## src/rtl/vsr_pkg.sv

```systemverilog
// Shared types and constants for the version string recognizer.
// Holds the scan state codes, the character codes and the step record.
// No dependencies.
`default_nettype none
package vsr_pkg;

  typedef logic [4:0] scan_state_t;
  typedef logic [7:0] char_t;

  // One DFA step handed from the input register to the scanner
  typedef struct packed {
    logic  adv;
    char_t chr;
  } step_t;

  localparam scan_state_t ST_START = 5'd0;
  localparam scan_state_t ST_NUM   = 5'd1;
  localparam scan_state_t ST_DOT   = 5'd2;
  localparam scan_state_t ST_LET   = 5'd3;
  localparam scan_state_t ST_US    = 5'd4;
  localparam scan_state_t ST_A1    = 5'd5;
  localparam scan_state_t ST_A2    = 5'd6;
  localparam scan_state_t ST_A3    = 5'd7;
  localparam scan_state_t ST_A4    = 5'd8;
  localparam scan_state_t ST_B1    = 5'd9;
  localparam scan_state_t ST_B2    = 5'd10;
  localparam scan_state_t ST_B3    = 5'd11;
  localparam scan_state_t ST_R1    = 5'd12;
  localparam scan_state_t ST_P1    = 5'd13;
  localparam scan_state_t ST_PR    = 5'd14;
  localparam scan_state_t ST_SFX   = 5'd15;
  localparam scan_state_t ST_DASH  = 5'd16;
  localparam scan_state_t ST_DR    = 5'd17;
  localparam scan_state_t ST_REV   = 5'd18;
  localparam scan_state_t ST_REJ   = 5'd19;

  localparam char_t CH_NUL   = 8'h00;
  localparam char_t CH_DOT   = 8'h2E;
  localparam char_t CH_US    = 8'h5F;
  localparam char_t CH_DASH  = 8'h2D;
  localparam char_t CH_0     = 8'h30;
  localparam char_t CH_9     = 8'h39;
  localparam char_t CH_UC_A  = 8'h41;
  localparam char_t CH_UC_Z  = 8'h5A;
  localparam char_t CH_LC_A  = 8'h61;
  localparam char_t CH_LC_Z  = 8'h7A;
  localparam char_t CH_B     = 8'h62;
  localparam char_t CH_C     = 8'h63;
  localparam char_t CH_E     = 8'h65;
  localparam char_t CH_H     = 8'h68;
  localparam char_t CH_L     = 8'h6C;
  localparam char_t CH_P     = 8'h70;
  localparam char_t CH_R     = 8'h72;
  localparam char_t CH_T     = 8'h74;

endpackage
`default_nettype wire

```

## src/rtl/vsr_dfa.sv

```systemverilog
// Scan state register and one-byte transition logic of the recogniser.
// Depends on vsr_pkg for state codes, character codes and step_t.
`default_nettype none
module vsr_dfa (
  input  wire logic                 clk,
  input  wire logic                 rst_n,
  input  wire vsr_pkg::step_t       step,
  output logic                      verdict,
  output vsr_pkg::scan_state_t      scan_state
);

  vsr_pkg::scan_state_t state_r;
  vsr_pkg::scan_state_t state_nxt;
  vsr_pkg::scan_state_t trans;
  vsr_pkg::scan_state_t after_sfx;
  logic                 dig;
  logic                 let_c;
  logic                 term;
  vsr_pkg::char_t       c;

  assign c     = step.chr;
  assign term  = (c == vsr_pkg::CH_NUL);
  assign dig   = (c >= vsr_pkg::CH_0) && (c <= vsr_pkg::CH_9);
  assign let_c = ((c >= vsr_pkg::CH_UC_A) && (c <= vsr_pkg::CH_UC_Z)) ||
                 ((c >= vsr_pkg::CH_LC_A) && (c <= vsr_pkg::CH_LC_Z));

  always_comb begin
    if (dig) begin
      after_sfx = vsr_pkg::ST_SFX;
    end else if (c == vsr_pkg::CH_US) begin
      after_sfx = vsr_pkg::ST_US;
    end else if (c == vsr_pkg::CH_DASH) begin
      after_sfx = vsr_pkg::ST_DASH;
    end else begin
      after_sfx = vsr_pkg::ST_REJ;
    end
  end

  always_comb begin
    trans = vsr_pkg::ST_REJ;
    unique case (state_r)
      vsr_pkg::ST_START: if (dig) trans = vsr_pkg::ST_NUM;
      vsr_pkg::ST_NUM: begin
        if (dig)                         trans = vsr_pkg::ST_NUM;
        else if (c == vsr_pkg::CH_DOT)   trans = vsr_pkg::ST_DOT;
        else if (let_c)                  trans = vsr_pkg::ST_LET;
        else if (c == vsr_pkg::CH_US)    trans = vsr_pkg::ST_US;
        else if (c == vsr_pkg::CH_DASH)  trans = vsr_pkg::ST_DASH;
      end
      vsr_pkg::ST_DOT: if (dig) trans = vsr_pkg::ST_NUM;
      vsr_pkg::ST_LET: begin
        if (c == vsr_pkg::CH_US)         trans = vsr_pkg::ST_US;
        else if (c == vsr_pkg::CH_DASH)  trans = vsr_pkg::ST_DASH;
      end
      vsr_pkg::ST_US: begin
        if (c == vsr_pkg::CH_LC_A)       trans = vsr_pkg::ST_A1;
        else if (c == vsr_pkg::CH_B)     trans = vsr_pkg::ST_B1;
        else if (c == vsr_pkg::CH_P)     trans = vsr_pkg::ST_P1;
        else if (c == vsr_pkg::CH_R)     trans = vsr_pkg::ST_R1;
      end
      vsr_pkg::ST_A1:   if (c == vsr_pkg::CH_L)    trans = vsr_pkg::ST_A2;
      vsr_pkg::ST_A2:   if (c == vsr_pkg::CH_P)    trans = vsr_pkg::ST_A3;
      vsr_pkg::ST_A3:   if (c == vsr_pkg::CH_H)    trans = vsr_pkg::ST_A4;
      vsr_pkg::ST_A4:   if (c == vsr_pkg::CH_LC_A) trans = vsr_pkg::ST_SFX;
      vsr_pkg::ST_B1:   if (c == vsr_pkg::CH_E)    trans = vsr_pkg::ST_B2;
      vsr_pkg::ST_B2:   if (c == vsr_pkg::CH_T)    trans = vsr_pkg::ST_B3;
      vsr_pkg::ST_B3:   if (c == vsr_pkg::CH_LC_A) trans = vsr_pkg::ST_SFX;
      vsr_pkg::ST_R1:   if (c == vsr_pkg::CH_C)    trans = vsr_pkg::ST_SFX;
      // "_pr" can only continue as "pre"
      vsr_pkg::ST_P1: begin
        if (c == vsr_pkg::CH_R) trans = vsr_pkg::ST_PR;
        else                    trans = after_sfx;
      end
      vsr_pkg::ST_PR:   if (c == vsr_pkg::CH_E)    trans = vsr_pkg::ST_SFX;
      vsr_pkg::ST_SFX:  trans = after_sfx;
      vsr_pkg::ST_DASH: if (c == vsr_pkg::CH_R)    trans = vsr_pkg::ST_DR;
      vsr_pkg::ST_DR:   if (dig) trans = vsr_pkg::ST_REV;
      vsr_pkg::ST_REV:  if (dig) trans = vsr_pkg::ST_REV;
      default:          trans = vsr_pkg::ST_REJ;
    endcase
  end

  always_comb begin
    verdict = (state_r == vsr_pkg::ST_NUM) || (state_r == vsr_pkg::ST_LET) ||
              (state_r == vsr_pkg::ST_P1)  || (state_r == vsr_pkg::ST_SFX) ||
              (state_r == vsr_pkg::ST_REV);
  end

  always_comb begin
    state_nxt = state_r;
    if (step.adv) begin
      state_nxt = term ? vsr_pkg::ST_START : trans;
    end
  end

  always_ff @(posedge clk) begin
    if (!rst_n) begin
      state_r <= vsr_pkg::ST_START;
    end else begin
      state_r <= state_nxt;
    end
  end

  assign scan_state = state_r;

endmodule
`default_nettype wire

```

## src/rtl/vsr_out_reg.sv

```systemverilog
// Result register of the recogniser: holds one verdict until it is taken.
// No package dependencies.
`default_nettype none
module vsr_out_reg (
  input  wire logic clk,
  input  wire logic rst_n,
  input  wire logic load,
  input  wire logic verdict,
  input  wire logic out_ready,
  output logic      out_valid,
  output logic      out_is_version,
  output logic      free
);

  logic vld_r;
  logic vld_nxt;
  logic data_r;
  logic data_nxt;

  assign free = !vld_r || out_ready;

  always_comb begin
    vld_nxt  = vld_r;
    data_nxt = data_r;
    if (load) begin
      vld_nxt  = 1'b1;
      data_nxt = verdict;
    end else if (out_ready) begin
      vld_nxt  = 1'b0;
    end
  end

  always_ff @(posedge clk) begin
    if (!rst_n) begin
      vld_r <= 1'b0;
    end else begin
      vld_r <= vld_nxt;
    end
  end

  always_ff @(posedge clk) begin
    data_r <= data_nxt;
  end

  assign out_valid      = vld_r;
  assign out_is_version = data_r;

endmodule
`default_nettype wire

```

## src/rtl/version_string_recognizer.sv

```systemverilog
// Top level of the version string recogniser: input register, scanner and
// result register. Depends on vsr_pkg, vsr_dfa and vsr_out_reg.
//
//   port group   dir  handshake             payload
//   in_*         in   in_valid / in_ready   in_char_in[7:0]
//   out_*        out  out_valid / out_ready out_is_version
//
// One byte per clock is taken unless a zero byte is held; the scan state steps once per byte in vsr_dfa.
// A verdict is loaded into the result register as its zero byte leaves the input register.
// Only a zero byte waits on the result register; bytes behind a held zero
// byte stall at the input until the pending verdict is taken.
// Synchronous reset returns the scanner to its start state and empties both
// the input and the result register.
`default_nettype none
module version_string_recognizer (
  input  wire logic       clk,
  input  wire logic       rst_n,
  input  wire logic       in_valid,
  output logic            in_ready,
  input  wire logic [7:0] in_char_in,
  output logic            out_valid,
  input  wire logic       out_ready,
  output logic            out_is_version
);

  logic                 in_vld_r;
  logic                 in_vld_nxt;
  vsr_pkg::char_t       in_char_r;
  vsr_pkg::char_t       in_char_nxt;
  logic                 term;
  logic                 adv;
  logic                 out_free;
  logic                 verdict;
  vsr_pkg::step_t       step;
  vsr_pkg::scan_state_t scan_state;

  assign term     = (in_char_r == vsr_pkg::CH_NUL);
  // hold a zero byte while an untaken verdict sits in the result register
  assign adv      = in_vld_r && (!term || out_free);
  assign in_ready = !in_vld_r || adv;

  always_comb begin
    in_vld_nxt  = in_vld_r;
    in_char_nxt = in_char_r;
    if (in_valid && in_ready) begin
      in_vld_nxt  = 1'b1;
      in_char_nxt = in_char_in;
    end else if (adv) begin
      in_vld_nxt  = 1'b0;
    end
  end

  always_ff @(posedge clk) begin
    if (!rst_n) begin
      in_vld_r <= 1'b0;
    end else begin
      in_vld_r <= in_vld_nxt;
    end
  end

  always_ff @(posedge clk) begin
    in_char_r <= in_char_nxt;
  end

  assign step.adv = adv;
  assign step.chr = in_char_r;

  vsr_dfa u_dfa (
    .clk        (clk),
    .rst_n      (rst_n),
    .step       (step),
    .verdict    (verdict),
    .scan_state (scan_state)
  );

  vsr_out_reg u_out (
    .clk            (clk),
    .rst_n          (rst_n),
    .load           (adv && term),
    .verdict        (verdict),
    .out_ready      (out_ready),
    .out_valid      (out_valid),
    .out_is_version (out_is_version),
    .free           (out_free)
  );

`ifndef SYNTH
  a_term_restarts: assert property (@(posedge clk) disable iff (!rst_n)
    (adv && term) |=> (scan_state == vsr_pkg::ST_START))
    else $error("scanner did not restart after a terminator");

  a_term_gives_result: assert property (@(posedge clk) disable iff (!rst_n)
    (adv && term) |=> out_valid)
    else $error("terminator transfer produced no verdict");

  a_reject_sticky: assert property (@(posedge clk) disable iff (!rst_n)
    (scan_state == vsr_pkg::ST_REJ && adv && !term)
      |=> (scan_state == vsr_pkg::ST_REJ))
    else $error("reject state left before terminator");

  a_empty_ready: assert property (@(posedge clk) disable iff (!rst_n)
    !in_vld_r |-> in_ready)
    else $error("input register empty but not ready");

  a_hold_verdict: assert property (@(posedge clk) disable iff (!rst_n)
    (out_valid && !out_ready) |=> (out_valid && $stable(out_is_version)))
    else $error("pending verdict overwritten");
`endif

endmodule
`default_nettype wire

```

## config.mk

```make
export PLATFORM = sky130hd
export DESIGN_NAME = version_string_recognizer
export DESIGN_NICKNAME = d
export VERILOG_FILES = /design/src/rtl/vsr_pkg.sv /design/src/rtl/vsr_dfa.sv /design/src/rtl/vsr_out_reg.sv /design/src/rtl/version_string_recognizer.sv
export SDC_FILE = /design/constraint.sdc
export NUM_CORES = 1
export LEC_CHECK = 0
export ABC_AREA = 1
export BUFFER_PORTS_ARGS = -buffer_cell sky130_fd_sc_hd__buf_2
export CAP_MARGIN = 20
export CORE_MARGIN = 2
export CORE_UTILIZATION = 60
export DETAILED_ROUTE_END_ITERATION = 7
export MAX_ROUTING_LAYER = met4
export PLACE_DENSITY = 0.92
export SLEW_MARGIN = 20
export SYNTH_ARGS = -nofsm -noshare
export SYNTH_HDL_FRONTEND = slang
export SYNTH_SLANG_ARGS = --single-unit
export TNS_END_PERCENT = 100
```

## constraint.sdc

```tcl
create_clock -name clk -period 2.58 [get_ports clk]
set_input_delay 0.516 -clock clk [delete_from_list [all_inputs] [get_ports clk]]
set_output_delay 0.516 -clock clk [all_outputs]
set_load 0.1 [all_outputs]
```

==> out/summary.txt, run 1 <==
Period Utilization, post-route - 91.5%
slowest cell on the critical path - edfxtp_1
sinks on the clock net - 16
DR WL/cell - 12.2 um
RSZ-0062 raised after global routing - no
Crit Path Class - flip-flop to output port
CTS root buf - clkbuf_4
latest clock arrival within the worst-skew pair - 280 ps
DR vias - 1756
Slew headroom - 67.9%
post-synthesis sequential area ratio - 26.2%
Final WS setup - 219 ps
layout cells sized above 1 - 15.9%
TritonCTS clock tree - built
Final Max Slew Viols - 0
WP data arrival - 1850 ps
Post-synth top cells - 96 x nand2_1, 54 x nor2_1, 35 x inv_1, 19 x nand3_1, 13 x a21oi_1
diodes inserted - 0
initial DRC count - 96
Final Total Pwr - 0.000580 W
Critical Path End Type - output port
post-CTS sizing - 0
Nets - 308
setup repair bufs after CTS - 0
GP Congestion - 0.959
final clock skew - 6.25 ps
# setup viols final - 0
HPWL Detailed - 3260 um
P&R area growth vs syn - 8.15%
Clock transition at path regs - 90 ps
vias in the first global route - 1448
DP Worst Slack - 578 ps
worst endpoint required time - 2060 ps
Synthesis Warnings - 0
first-pass GRT wire length - 6200 um
Synth Area per Inst - 5.63 um^2
EDFF count, synth - 9
FF+latch count, synth - 16
IO Port Bufs - 14
leakage power - 0.847 nW
Synth Instances - 278
antenna violations before repair - 0
VDD IR max - 338 uV
Tot GR Track Use - 29.1%
Levels on crit path - 5
Critical path buffers and inverters - 1
Num CTS Buffers - 3
initial core utilization - 63.2%
fillcell total - 234
final WL - 3960 um
Mapped Nets - 290
post-layout util - 68.4%
CP Max Fanout - 5
worst slew pin tran - 484 ps
post-route setup TNS - 0 ps
largest net degree at the start of global routing - 10
Period minus WS final - 2360 ps
Clock Tree Buf Depth - 2
Synth area leaders - nand2_1 23%, edfxtp_1 17%, nor2_1 13%, dfxtp_1 8.9%, inv_1 8.4%
Pwr Density - 342 nW/um^2
HP Class - primary input to flip-flop
die width - 55.1 um
Crit path max-delay family - simple AND/OR/NAND/NOR gates
endpoints failing hold - 0
Yosys top cell area share - 23.0%
Post-DRT Antenna Nets - 0
worst hold path cell count - 1
max-cap violation count - 0
Post-route DRC - 0
status - complete, no violations
gr ovfl total - 0
Post-Place Cell Area - 1670 um^2
DIE HEIGHT - 55.1 um
first-pass detailed-route iteration total - 5
Syn Std Cell Area - 1570 um^2
r2r worst-path depth - 12
IO Pins - 15
crit-path cells - nor2_1 > nand3_1 > nor3_2 > nand3_2 > buf_2
final instance area - 1690 um^2
Crit path largest cell delay - 450 ps
FMAX - 0.423 GHz
die footprint - 3040 um^2
Yosys cell types - 23
row cnt - 18
hold buffers post-CTS - 0
Critical Path Source Type - flip-flop
top_reg_cell synth - edfxtp_1
drt via density - 5.40
FFs w/ async S/R, synth - 0%
area leader, netlist - nand2_1
top-count cell post-synth - nand2_1
core area - 2480 um^2
CTS HTree Levels - 1
## final cells by class
type	count	area (um^2)	share of cell area, %
clock buffer	4	26.3	1.55
inverter	40	150	8.86
sequential	16	410	24.2
multi-input combinational	221	1000	59.0
timing repair buffer	14	70.1	4.14
tap	30	37.5	2.22
## placed cells by master (no fill, tap or decap), types with 2 or more instances in the layout
cell type,synthesis,final
nor2_2,9,9
o21ai_0,4,4
buf_2,0,14
nand3_1,19,18
nor3_1,3,3
edfxtp_1,9,9
dfxtp_1,7,7
nand3_2,3,4
a21oi_1,13,13
inv_1,35,35
nor2_4,2,2
nor2_1,54,54
clkbuf_4,0,3
nand2_1,96,96
nand2_2,7,7
inv_2,5,5
nand4_1,4,4
## kinds of logic after synthesis
kind of cell | share of synthesized area [%]
buffers and inverters | 10.3
AOI/OAI and AO/OA | 7.03
DFF | 26.2
and+or+nand+nor | 56.5
## sequential cells by signal (all words and copies together), names as in the netlist
| register | flops |
|---|---|
| in_char_r | 8 |
| u_out.out_valid | 1 |
| u_out.out_is_version | 1 |
| in_vld_r | 1 |
| u_dfa.scan_state | 5 |
## worst paths after layout
| check | startpoint | endpoint | slack [ps] |
|---|---|---|---|
| setup / recovery | in_char_r[0] | in_ready | 220 |
| hold / removal | in_char_in[5] | in_char_r[5] | 410 |
| setup reg to reg | in_char_r[7] | u_dfa.scan_state[4] | 740 |
| hold reg to reg | u_dfa.scan_state[4] | u_dfa.scan_state[4] | 530 |
## routing by layer
layer  part of all wire (%)  track usage (%)  wire length, um  vias up
met4                    1.1             6.10               42        0
met3                    7.2             1.34              285        6
met5                      0                -                0        -
met2                     46             46.6             1820       74
met1                     46             41.1             1810      771
li1                       -                -                -      905
## report_power, final
group	total (W)	switching [W]	leakage [nW]	internal [W]
Combinational	0.000146	0.000100	0.688	0.0000458
Sequential	0.000303	0.0000174	0.144	0.000286
Clock	0.000131	0.0000710	0.0150	0.0000599
Total	0.000580	0.000188	0.847	0.000392
## metrics by stage
step	hold slack [ps]	instances
2_1_floorplan	457	278
3_3_place_gp	469	321
3_5_place_dp	492	321
4_1_cts	400	325
5_1_grt	402	325
6_report	405	325
Note: power is estimated with default switching activity, not from simulation.
==> run 2: changes to the inputs <==
==> constraint.sdc (replaced) <==
create_clock -name clk -period 2.58 [get_ports clk]
set_input_delay 0.129 -clock clk [delete_from_list [all_inputs] [get_ports clk]]
set_output_delay 0.129 -clock clk [all_outputs]
set_load 0.1 [all_outputs]
==> run 2 against run 1 <==
Effect of this change: design area is the same; via count grew 1.2%; critical path depth is the same; final cell count is the same; largest power group unchanged; die area is the same; sequential power is essentially flat; clock skew shrank 3.8 ps; flip-flop and latch count is the same; critical path type unchanged; critical endpoint unchanged.
==> out/summary.txt, run 2 (synthesis gave the netlist of run 1 again) <==
status - complete, no violations
final WL - 3860 um
Clock Tree Buf Depth - 2
Critical Path End Type - output port
layout cells sized above 1 - 15.9%
crit-path cells - nor2_1 > nand3_1 > nor3_2 > nand3_2 > buf_2
TritonCTS clock tree - built
Flop pwr share - 53.0%
gr ovfl total - 0
CTS root buf - clkbuf_4
Period Utilization, post-route - 76.3%
placed cell count - 321
drt via density - 5.47
Sw Ratio - 32.3%
Num CTS Buffers - 3
P&R area growth vs syn - 8.15%
CTS HTree Levels - 1
Final Max Slew Viols - 0
latest clock arrival within the worst-skew pair - 280 ps
Comb pwr share - 25.1%
# setup viols final - 0
DIE HEIGHT - 55.1 um
Slew headroom - 67.9%
worst endpoint required time - 2450 ps
core area - 2480 um^2
Tot GR Track Use - 30.2%
row cnt - 18
first-pass detailed-route iteration total - 7
GP Congestion - 0.986
antenna violations before repair - 0
worst slew pin tran - 486 ps
Largest register FFs - 8
Post-Place Cell Area - 1670 um^2
Critical path buffers and inverters - 1
diodes inserted - 0
max-cap violation count - 0
Post-route DRC - 0
HPWL Detailed - 3210 um
post-CTS sizing - 0
die footprint - 3040 um^2
DR vias - 1777
first-pass GRT wire length - 6390 um
RSZ-0062 raised after global routing - no
DR WL/cell - 11.9 um
setup repair bufs after CTS - 0
most frequent cells in the layout - 96 x nand2_1, 54 x nor2_1, 35 x inv_1
VDD IR max - 453 uV
initial DRC count - 84
Crit Path Class - flip-flop to output port
hold buffers post-CTS - 0
Final Non-Filler Cells - 325
CP Max Fanout - 5
initial core utilization - 63.2%
largest net degree at the start of global routing - 10
most common cell after layout, fill and taps aside - nand2_1
Clock transition at path regs - 80 ps
post-route setup TNS - 0 ps
IO Pins - 15
Psw - 0.000185 W
slowest cell on the critical path - edfxtp_1
die width - 55.1 um
HP Class - primary input to flip-flop
WP data arrival - 1840 ps
Final Total Pwr - 0.000573 W
FMAX - 0.508 GHz
leakage power - 0.847 nW
IO Port Bufs - 14
Critical Path Source Type - flip-flop
vias in the first global route - 1520
Crit path largest cell delay - 470 ps
Nets - 308
fillcell total - 223
endpoints failing hold - 0
Period minus WS final - 1970 ps
Pwr Density - 338 nW/um^2
final instance area - 1690 um^2
Crit path max-delay family - simple AND/OR/NAND/NOR gates
sinks on the clock net - 16
Post-DRT Antenna Nets - 0
Internal - 0.000388 W
Clock power frac - 22.0%
final clock skew - 2.47 ps
largest reg by FF count - in_char_r
==> run 2: cell count changes in the layout (fill, tap and decap cells not counted) <==
cell and delta:
clkinv_1 +1, clkbuf_1 -1
==> run 2: through the flow <==
| step | hold WS [ps] | worst slack, ps | utilization, % |
|---|---|---|---|
| 2_1_floorplan | 228 | 216 | - |
| 3_3_place_gp | 305 | 882 | 67.3 |
| 3_5_place_dp | 307 | 835 | 67.3 |
| 4_1_cts | 12.3 | 596 | 68.4 |
| 5_1_grt | 11.2 | 469 | 68.4 |
| 6_report | 20.3 | 611 | 68.4 |
==> run 2: final timing paths <==
kind / from / endpoint / slack [ps] / depth (start not counted)
setup / recovery: in_char_r[1] / in_ready / 610 / 5
hold / removal: in_char_in[7] / in_char_r[7] / 20 / 1
setup reg to reg: in_char_r[1] / in_char_r[0] / 830 / 6
hold reg to reg: u_dfa.scan_state[4] / u_dfa.scan_state[4] / 500 / 2
==> run 2: final cells by class <==
cell class	instances	area [um^2]	area share (%)
multi-input cells	221	1000	59.0
flip-flops and latches	16	410	24.2
inverters	40	150	8.86
repair buffers	14	70.1	4.14
well taps	30	37.5	2.22
clock buffers	3	22.5	1.33
clock inverters	1	3.75	0.222
==> run 2: power by group through the flow <==
stage	Combinational (W)	Clock (W)	Sequential, W
2_1_floorplan	0.000108	0	0.000305
3_3_place_gp	0.000139	0	0.000308
3_5_place_dp	0.000140	0	0.000309
4_1_cts	0.000141	0.000132	0.000303
5_1_grt	0.000163	0.000140	0.000307
6_report	0.000144	0.000126	0.000304
==> run 2: per-layer routing <==
layer,GRT usage (%),share of wire (%)
met1,42.2,44
met2,45.8,47
met3,2.69,7.6
met4,11.0,1.7
met5,-,0
==> run 2: worst reg2reg max path, delay by kind of cell, from the launching register on <==
| kind | cells | cell delay (ps) |
|---|---|---|
| DFF | 1 | 470 |
| buffers and inverters | 1 | 140 |
| and+or+nand+nor | 5 | 880 |
